File: src/rtl/pfam_pkg.sv
// ----------------------------------------------------------------------------
// pfam_pkg
// Shared types and constants for the page frame allocator and mapper.
// ----------------------------------------------------------------------------
package pfam_pkg;

    // Default configuration
    localparam int FRAMES_DEF      = 32;
    localparam int DIRECTORIES_DEF = 4;

    // Fixed geometry
    localparam int ENTRIES_PER_DIR = 1024;
    localparam int PAGE_IDX_W      = 10;
    localparam int FIDX_MAX_W      = 10;   // frame index field of an entry
    localparam int CNT_MAX_W       = 11;   // holds a count up to 1024
    localparam int ENTRY_W         = 13;
    localparam int ENT_FRAME_LSB   = 3;
    localparam int GROUP_W         = 32;   // bitmap bits per scan group
    localparam int GROUP_IDX_W     = 5;

    // Request codes
    localparam logic [1:0] REQ_CHECK = 2'd0;
    localparam logic [1:0] REQ_ALLOC = 2'd1;
    localparam logic [1:0] REQ_FREE  = 2'd2;

    // Entry flags: user, write, present
    localparam logic [2:0] ENT_FLAGS_URW = 3'b111;

    typedef struct packed {
        logic [1:0]            req_type;
        logic [1:0]            dir_select;
        logic [PAGE_IDX_W-1:0] entry_idx;
        logic [9:0]            amount;
    } req_t;

    typedef struct packed {
        logic       ok;
        logic [4:0] frame;
        logic [5:0] free_frames;
    } rsp_t;

    // Commands from the sequencer to the frame pool
    typedef struct packed {
        logic                  snap;
        logic                  alloc;
        logic                  release_frame;
        logic [FIDX_MAX_W-1:0] release_idx;
    } pool_cmd_t;

    // Status from the frame pool
    typedef struct packed {
        logic                  found;
        logic [FIDX_MAX_W-1:0] alloc_idx;
        logic [CNT_MAX_W-1:0]  free_count;
        logic [CNT_MAX_W-1:0]  free_next;
    } pool_stat_t;

    typedef enum logic [1:0] {
        S_CLEAR,
        S_IDLE,
        S_EXEC
    } state_t;

endpackage

File: src/rtl/pfam_frame_pool.sv
// ----------------------------------------------------------------------------
// pfam_frame_pool
// Frame bitmap, free count and a two-level first-fit search.
// ----------------------------------------------------------------------------
module pfam_frame_pool #(
    parameter int FRAMES = pfam_pkg::FRAMES_DEF
) (
    input  logic                  clk,
    input  logic                  rst_n,
    input  pfam_pkg::pool_cmd_t   cmd,
    output pfam_pkg::pool_stat_t  stat
);
    import pfam_pkg::*;

    localparam int NGRP   = (FRAMES + GROUP_W - 1) / GROUP_W;
    localparam int GRP_W  = (NGRP > 1) ? $clog2(NGRP) : 1;
    localparam int FIDX_W = $clog2(FRAMES);
    localparam int CNT_W  = $clog2(FRAMES + 1);

    logic [FRAMES-1:0]        used_reg;
    logic [CNT_W-1:0]         count_reg;
    logic [CNT_W-1:0]         count_next;
    logic [NGRP*GROUP_W-1:0]  used_pad;
    logic [NGRP-1:0]          grp_free;
    logic [GROUP_IDX_W-1:0]   grp_low   [NGRP];
    logic [NGRP-1:0]          grp_free_reg;
    logic [GROUP_IDX_W-1:0]   grp_low_reg [NGRP];
    logic                     found;
    logic [GRP_W-1:0]         sel_grp;
    logic [FIDX_W-1:0]        alloc_idx;
    logic [FIDX_W-1:0]        rel_idx;

    // Pad the bitmap to whole groups; padding reads as used.
    for (genvar k = 0; k < NGRP * GROUP_W; k++) begin : g_pad
        if (k < FRAMES) begin : g_real
            assign used_pad[k] = used_reg[k];
        end
        else begin : g_fill
            assign used_pad[k] = 1'b1;
        end
    end

    // First level: lowest free bit inside each group.
    always_comb
    begin
        for (int g = 0; g < NGRP; g++) begin
            grp_free[g] = 1'b0;
            grp_low[g]  = '0;
            for (int b = GROUP_W - 1; b >= 0; b--) begin
                if (!used_pad[g*GROUP_W + b]) begin
                    grp_free[g] = 1'b1;
                    grp_low[g]  = GROUP_IDX_W'(b);
                end
            end
        end
    end

    always_ff @(posedge clk)
    begin
        if (cmd.snap) begin
            grp_free_reg <= grp_free;
            grp_low_reg  <= grp_low;
        end
    end

    // Second level: lowest group that has a free frame.
    always_comb
    begin
        found   = 1'b0;
        sel_grp = '0;
        for (int g = NGRP - 1; g >= 0; g--) begin
            if (grp_free_reg[g]) begin
                found   = 1'b1;
                sel_grp = GRP_W'(g);
            end
        end
    end

    assign alloc_idx = FIDX_W'({sel_grp, grp_low_reg[sel_grp]});
    assign rel_idx   = FIDX_W'(cmd.release_idx);

    always_comb
    begin
        count_next = count_reg;
        if (cmd.alloc) begin
            count_next = count_reg - CNT_W'(1);
        end
        else if (cmd.release_frame) begin
            if (count_reg != CNT_W'(FRAMES)) begin
                count_next = count_reg + CNT_W'(1);
            end
        end
    end

    always_ff @(posedge clk or negedge rst_n)
    begin
        if (!rst_n) begin
            used_reg  <= FRAMES'(1);
            count_reg <= CNT_W'(FRAMES - 1);
        end
        else begin
            if (cmd.alloc) begin
                used_reg[alloc_idx] <= 1'b1;
            end
            else if (cmd.release_frame) begin
                used_reg[rel_idx] <= 1'b0;
            end
            count_reg <= count_next;
        end
    end

    assign stat.found      = found;
    assign stat.alloc_idx  = FIDX_MAX_W'(alloc_idx);
    assign stat.free_count = CNT_MAX_W'(count_reg);
    assign stat.free_next  = CNT_MAX_W'(count_next);

endmodule

File: config.mk
export PLATFORM = sky130hd
export DESIGN_NAME = pfam_frame_pool
export DESIGN_NICKNAME = d
export VERILOG_FILES = /design/src/rtl/pfam_pkg.sv /design/src/rtl/pfam_frame_pool.sv
export SDC_FILE = /design/constraint.sdc
export NUM_CORES = 1
export LEC_CHECK = 0
export ABC_AREA = 1
export BUFFER_PORTS_ARGS = -buffer_cell sky130_fd_sc_hd__buf_4
export CAP_MARGIN = 5
export CORE_MARGIN = 2
export CORE_UTILIZATION = 50
export CTS_CLUSTER_DIAMETER = 80
export DETAILED_ROUTE_END_ITERATION = 16
export PLACE_DENSITY = 0.79
export SYNTH_ARGS = -nofsm -noshare
export SYNTH_HDL_FRONTEND = slang
export SYNTH_SLANG_ARGS = --single-unit
File: constraint.sdc
create_clock -name clk -period 3 [get_ports clk]
set_clock_uncertainty 0.15 [all_clocks]
set_input_delay 0.15 -clock clk [delete_from_list [all_inputs] [get_ports clk]]
set_output_delay 0.15 -clock clk [all_outputs]
set_load 0.05 [all_outputs]
Word-level counts from Yosys, hierarchy flattened
Index checks and enable logic that the tools add are counted.
- register bits: 44
- latch bits: 0
- bits in writable memories: 0
- bits in read-only memories: 0
- input bits: 15
- output and inout port bits: 33
- logic and storage cells: 68
- memories kept: 0
- add/subtract/negate cells: 2
- $mul: 0
- div/mod/pow operators: 0
- $lt $le $gt $ge: 4
- equality and inequality tests: 1
- shift-type cells: 0
- multiplexer cells: 42
- bitwise gates (word level): 3
- reduce and logical (&&, ||, !) cells: 8
- operators by type and width (kind ; count):
    two-way mux 5 bit ; 16
    two-way mux 32 bit ; 2
    bitwise AND 32 bit ; 1
    two-way mux 4 bit ; 8
    NOT 32 bit ; 1
    bitwise OR 32 bit ; 1
    AND reduction 31 bit ; 1
    two-way mux 6 bit ; 3
    AND reduction 16 bit ; 1
    < comparator 5 x 6 -> 1 bit, second input constant ; 2
    two-way mux 3 bit ; 4
    demux 1 bit (select 5 bit) ; 2
    greater-or-equal comparator 5 x 1 -> 1 bit, second input constant ; 2
    AND reduction 8 bit ; 1
    adder 6 x 1 -> 6 bit, second input constant ; 1
    != test 6 bit, second input constant ; 1
    subtractor 6 x 1 -> 6 bit, second input constant ; 1
    two-way mux 1 bit ; 5
    two-way mux 2 bit ; 2
    AND reduction 4 bit ; 1
    logical AND 1 bit ; 2
    AND reduction 2 bit ; 1
    nonzero test 2 bit ; 1

Longest topological paths before layout
Gate-level depths: netlist of run 1.
- depth in word-level cells: 31
- depth in mapped cells: 31
- depth with buffers taken out: 31

Worst setup path before layout of run 1
OpenSTA, ideal clock, no wires.
- kind: reg-to-reg
- from: register count_reg[2]
- to: register count_reg[5]
- setup time: 0.248 ns
- data arrival time: 2.665 ns
- data required time: 2.602 ns
- setup slack: -0.064 ns
- stages on the path, launching flop included: 6
- buffers on the path: 0
- clock period less this slack: 3.064 ns
- cell sequence: dfstp_2 inv_1 nor4_1 nand3_1 xor2_1 o21ai_0
- RTL lines (element ; line ; RTL):
    from (decl) ; pfam_frame_pool.sv:21 ; logic [CNT_W-1:0] count_reg;
    from (signal assigned) ; pfam_frame_pool.sv:99 ; count_reg <= CNT_W'(FRAMES - 1);
    from (signal assigned) ; pfam_frame_pool.sv:108 ; count_reg <= count_next;

==> results.yml, run 1 <==
run_status:
  outcome: "finished clean"
detailed_routing:
  drc_errors: 0
  wl_per_cell_um: 15.4
  m1WireLength_um: 2680
  detail_route.first_pass.iterations: 5
  wl_met2_um: 3040
  drt_iter0_drc: 297
  wl_um: 6340
  vias_per_cell: 5.74
  wl_met3_um: 505
  via_count: 2363
  top_layer: "met4"
  drtAntennaViolNets: 0
clock_tree:
  htreeDepth: 2
  cts_setup_buffers: 0
  clk_latency_ns: 0.30
  cts_root_buf: "clkbuf_8"
  numCtsBuffers: 5
  max-clock-path-buffers: 2
  ctsResizeCount: 0
  cts_tree: "built"
  clkSinkCount: 44
  path_clk_slew_ns: 0.08
setup_path:
  cp-end-kind: "output port"
  arrival_ns: 2.11
  crit_path_start_kind: "flip-flop"
  path_max_fanout: 4
  critPathRequiredTime_ns: 2.70
  path_class: "reg2out"
placed_design:
  placed_cells: 402
  gp_congestion: 0.918
  dp_slack_ns: 0.638
  dp_hpwl_um: 4530
  port_buffers: 27
yosys:
  ys_async_sr_fraction: 0.864
  synth_seq_area_share: 0.458
  synth_area_um2: 2480
  synth_ff_type: "dfrtp_1"
  synth_top_cells_by_area: "dfrtp_1 (32%), o21ai_0 (11%), nand2_1 (9.2%)"
  ys_seq_elements: 44
  synth_top_family_by_area: "simple AND/OR/NAND/NOR gates"
  synthSimpleGateAreaFrac: 0.209
  yosys-mux-area-fraction: 0
  synth_area_per_cell_um2: 7.91
  synth_compound_area_frac: 0.188
  synth_top_area_share: 0.322
  synth-adder-area-share: 0.0101
  synth_area_leader_cell: "dfrtp_1"
  syn_inst: 314
  synth_xor_xnor_area_share: 0.0282
  synth_warnings: 0
  synth_edf_count: 6
  synth_cell_type_count: 28
die:
  ios: 48
  coreArea_um2: 4750
  rows: 25
  chipHeight_um: 74.5
  die_w_um: 74.5
  start_util: 0.523
  dieArea_um2: 5550
global_route:
  overflow: 0
  grt_use_total: 0.245
  grt_pass1_wl_um: 10200
  grt_max_degree: 39
  grt_antenna_before_repair: 0
  grt_pass1_vias: 2204
layout:
  mostFrequentLayoutCell: "nand2_1"
  area_growth_pct: 13.3
  fin_cells: 412
  nets: 361
  largest_reg_flops: 32
  diodes: 0
  drive_gt1_frac: 0.122
  layout_common_cells: "nand2_1 (61), o21ai_0 (52), inv_1 (32), dfrtp_1 (32), buf_4 (27)"
sta:
  fin_crit_ns: 2.41
  drv_slew: 0
  period_share: 0.803
  max_freq_mhz: 415
  setup_tns_ns: 0
  tightest_slew_ns: 0.524
  hold_viol: 0
  final.setup.worst_slack_ns: 0.590
  setup_violations: 0
  maxSlewHeadroom: 0.649
  rsz0062_at_grt: "false"
power:
  powerDensity_nw_per_um2: 1040
  p_leak_uw: 0.00126
  ir_drop_uv: 826
job:
  drv_cap: 0
hold_path:
  min-delay-path-class: "in2reg"
[synth_stat cells (all sizes together) (2+ instances only)]
| library cell | instances |
|---|---|
| a21oi | 6 |
| a31oi | 8 |
| buf | 16 |
| clkbuf | 4 |
| dfrtp | 32 |
| dfstp | 6 |
| edfxtp | 6 |
| ha | 2 |
| inv | 32 |
| nand2 | 61 |
| nand3 | 21 |
| nand4 | 5 |
| nor2 | 23 |
| nor3 | 10 |
| nor4 | 2 |
| o21ai | 53 |
| o22ai | 4 |
| o31ai | 7 |
| o32ai | 2 |
| xnor2 | 3 |
| xor2 | 5 |
[report_power, final]
part	internal [µW]	switching, µW
registers	863	221
clock network	247	201
logic	422	982
total	1530	1400
[cell type report]
type                    count  area, µm²
clock buffers               6       72.6
clock inverters             2       35.0
fillers                   465       1940
inverters                  33        124
multi-input cells         231       1140
flip-flops and latches     44       1140
well taps                  67       83.8
repair buffers             29        223
[logic make-up (layout without fill, tap and decap cells)]
| group | count (synthesis) | count (layout) |
|---|---|---|
| DFF | 44 | 44 |
| buffers and inverters | 53 | 70 |
| xor gates and xnor gates | 8 | 8 |
| adders and majority gates | 2 | 2 |
| other | 1 | 15 |
| AOI/OAI and AO/OA | 83 | 83 |
| and+or+nand+nor | 123 | 123 |
[critical path: stages (launching register included)]
cell and delay [ns]:
dfstp_2 0.57, inv_1 0.08, nor4_1 0.46, nand3_1 0.15, xor2_1 0.17, o21ai_1 0.15
buf_4 0.22
[metal layers]
metal	GRT usage	up-vias
li1	-	1112
met1	0.321	1112
met2	0.391	125
met3	0.0678	14
met4	0.0893	0
met5	0	-
[path summary, 6_finish.rpt]
path                                   start      endpoint  slack, ns  depth (start not counted)
worst min-delay path                 cmd[10]  count_reg[1]       0.03                          4
worst max-delay path            count_reg[2]       stat[5]       0.59                          6
min in group asynchronous              rst_n  used_pad[14]       0.20                          2
max in group asynchronous              rst_n  count_reg[1]       2.14                          2
worst max register to register  used_pad[30]  alloc_idx[0]       0.60                         30
worst min register to register  used_pad[18]  used_pad[18]       0.39                          2
[stage by stage]
step,power [µW],hold slack (ns),util,instance area [µm²]
global placement,2450,-0.00785,0.566,2690
CTS,2940,0.0264,0.592,2820
global route,3150,0.0841,0.592,2820
floorplan,2100,-0.296,-,2540
finish,2940,0.0272,0.592,2820
detailed placement,2490,-0.00556,0.566,2690
[what timing repair did]
| item | CTS | global route |
|---|---|---|
| setup endpoints to repair | 0 | 0 |
| hold endpoints to repair | 38 | 0 |
| hold buffers | 2 | 0 |
Power figures use the tool's default switching activity.
==> inputs of run 2 (changes only) <==
--- a/config.mk
+++ b/config.mk
@@ -12,7 +12,7 @@
 export CORE_UTILIZATION = 50
 export CTS_CLUSTER_DIAMETER = 80
 export DETAILED_ROUTE_END_ITERATION = 16
-export PLACE_DENSITY = 0.79
+export PLACE_DENSITY = 0.82
 export SYNTH_ARGS = -nofsm -noshare
 export SYNTH_HDL_FRONTEND = slang
 export SYNTH_SLANG_ARGS = --single-unit
==> constraint.sdc (replaced) <==
create_clock -name clk -period 2.1 [get_ports clk]
set_clock_uncertainty 0.15 [all_clocks]
set_input_delay 0.105 -clock clk [delete_from_list [all_inputs] [get_ports clk]]
set_output_delay 0.105 -clock clk [all_outputs]
set_load 0.05 [all_outputs]
==> run 2 against run 1 <==
- the flow now finishes with violations (setup timing)
- clock power is 45% higher
- setup slack worse by 0.78 ns
- global-route usage is 1.9 points higher
- largest cell class unchanged
- total power is 72% higher
- sequential power is 43% higher
- cell area is 16% higher
- count of clock-buffer cells in the layout stayed put
- sequential share of layout area is 5.7 points lower
==> results.yml, run 2 (synthesis gave the netlist of run 1 again) <==
setup_path:
  cp-end-kind: "flip-flop"
  path_max_fanout: 2
  path_common_cell: "nand2_1"
  cpPeakStageDelay_ns: 0.38
  crit_path_start: "used_pad[30]"
  critPathRequiredTime_ns: 2.01
  r2r_start: "used_pad[30]"
  crit_path_start_kind: "flip-flop"
  crit_family: "simple AND/OR/NAND/NOR gates"
  critPathSlowestCell: "dfrtp_1"
  path_class: "reg2reg"
  path_buf_inv: 0
  arrival_ns: 2.20
sta:
  drv_slew: 0
  fin_crit_ns: 2.29
  period_share: 1.09
  rsz0062_at_grt: "true"
  setup_tns_ns: -0.377
  maxSlewHeadroom: 0.663
  max_freq_mhz: 438
  timing.hold.ws_ns: 0.103
  hold_viol: 0
  setup_violations: 5
  tightest_slew_ns: 0.505
  final.setup.worst_slack_ns: -0.185
detailed_routing:
  drt_iter0_drc: 307
  drtAntennaViolNets: 0
  wl_per_cell_um: 17.1
  detail_route.first_pass.iterations: 6
  wl_um: 7580
  vias_per_cell: 5.85
  drc_errors: 0
  via_count: 2586
clock_tree:
  max-clock-path-buffers: 2
  cts_tree: "built"
  cts_root_buf: "clkbuf_8"
  path_clk_slew_ns: 0.08
  clkSinkCount: 44
  numCtsBuffers: 5
  clk_latency_ns: 0.30
  htreeDepth: 2
layout:
  fin_cells: 442
  layout_common_cells: "nand2_1 (59), o21ai_0 (47), buf_4 (47)"
  nFillCells: 395
  fin_area_um2: 3280
  area_growth_pct: 31.8
  mostFrequentLayoutCell: "nand2_1"
  largest_reg_flops: 32
  nets: 391
  diodes: 0
  drive_gt1_frac: 0.256
placed_design:
  dp_hpwl_um: 4720
  gp_congestion: 0.927
  placed_cells: 415
  dpl_cell_area_um2: 2830
  port_buffers: 27
global_route:
  grt_pass1_vias: 2344
  grt_pass1_wl_um: 11000
  grt_antenna_before_repair: 0
  grt_max_degree: 39
  overflow: 0
  grt_use_total: 0.264
run_status:
  violations: "setup timing"
  outcome: "finished, violations left"
die:
  ios: 48
  rows: 25
  die_w_um: 74.5
  chipHeight_um: 74.5
  dieArea_um2: 5550
  start_util: 0.523
  coreArea_um2: 4750
job:
  drv_cap: 0
power:
  p_comb_frac: 0.566
  p_seq_frac: 0.305
  ir_drop_uv: 1430
  sw_frac_of_total: 0.473
  p_clk_frac: 0.129
  power.internal_uw: 2660
  p_leak_uw: 0.00145
  powerDensity_nw_per_um2: 1540
  p_switching_uw: 2390
hold_path:
  min-delay-path-class: "in2reg"
  min-delay-start: "cmd[11]"
## run 2: worst paths after layout
kind	end	slack, ns	cells after the start
max	alloc_idx[0]	-0.19	30
max in group asynchronous	count_reg[0]	1.27	2
max reg2reg	alloc_idx[0]	-0.19	30
min	count_reg[4]	0.10	3
min in group asynchronous	used_pad[14]	0.16	2
min reg2reg	used_pad[0]	0.37	2
## run 2: final cells by class
type                            count  area, µm²  share of cell area
Timing Repair Buffer               59        488               0.149
Inverter                           33        136              0.0416
Multi-Input combinational cell    231       1320               0.403
Tap cell                           67       83.8              0.0256
Clock buffer                        6       72.6              0.0222
Sequential cell                    44       1140               0.348
Clock inverter                      2       35.0              0.0107
## run 2: worst reg2reg max path: cells and delay by family (launching register included)
kind / cells / cell delay, ns
flip-flops: 1 / 0.38
AO/OA/AOI/OAI: 1 / 0.05
AND/OR/NAND/NOR: 29 / 1.47
## run 2: power groups by stage
stage	combinational (µW)	sequential [µW]	clock, µW
floorplan	1310	1780	0
global placement	2230	1520	0
detailed placement	2260	1530	0
CTS	2390	1490	651
global route	3050	1570	686
finish	2850	1540	651
## run 2: routing by layer
| metal | part of all wire | vias up | GRT usage |
|---|---|---|---|
| li1 | - | 1160 | - |
| met1 | 0.40 | 1214 | 0.341 |
| met2 | 0.49 | 182 | 0.412 |
| met3 | 0.083 | 30 | 0.0691 |
| met4 | 0.032 | 0 | 0.131 |
| met5 | 0 | - | 0 |
## run 2: per-stage QoR
stage	worst slack (ns)	utilization	total power, µW
CTS	-0.142	0.637	4530
global route	-0.487	0.689	5310
floorplan	-0.0958	-	3090
global placement	-0.105	0.595	3750
detailed placement	-0.146	0.595	3790
finish	-0.185	0.689	5040
## run 2: repair_timing
action,CTS,global route
gates resized for setup,10,31
pin swaps,3,11
setup endpoints to repair,5,8
hold endpoints to repair,45,0
hold buffers,3,0
buffers inserted,3,13
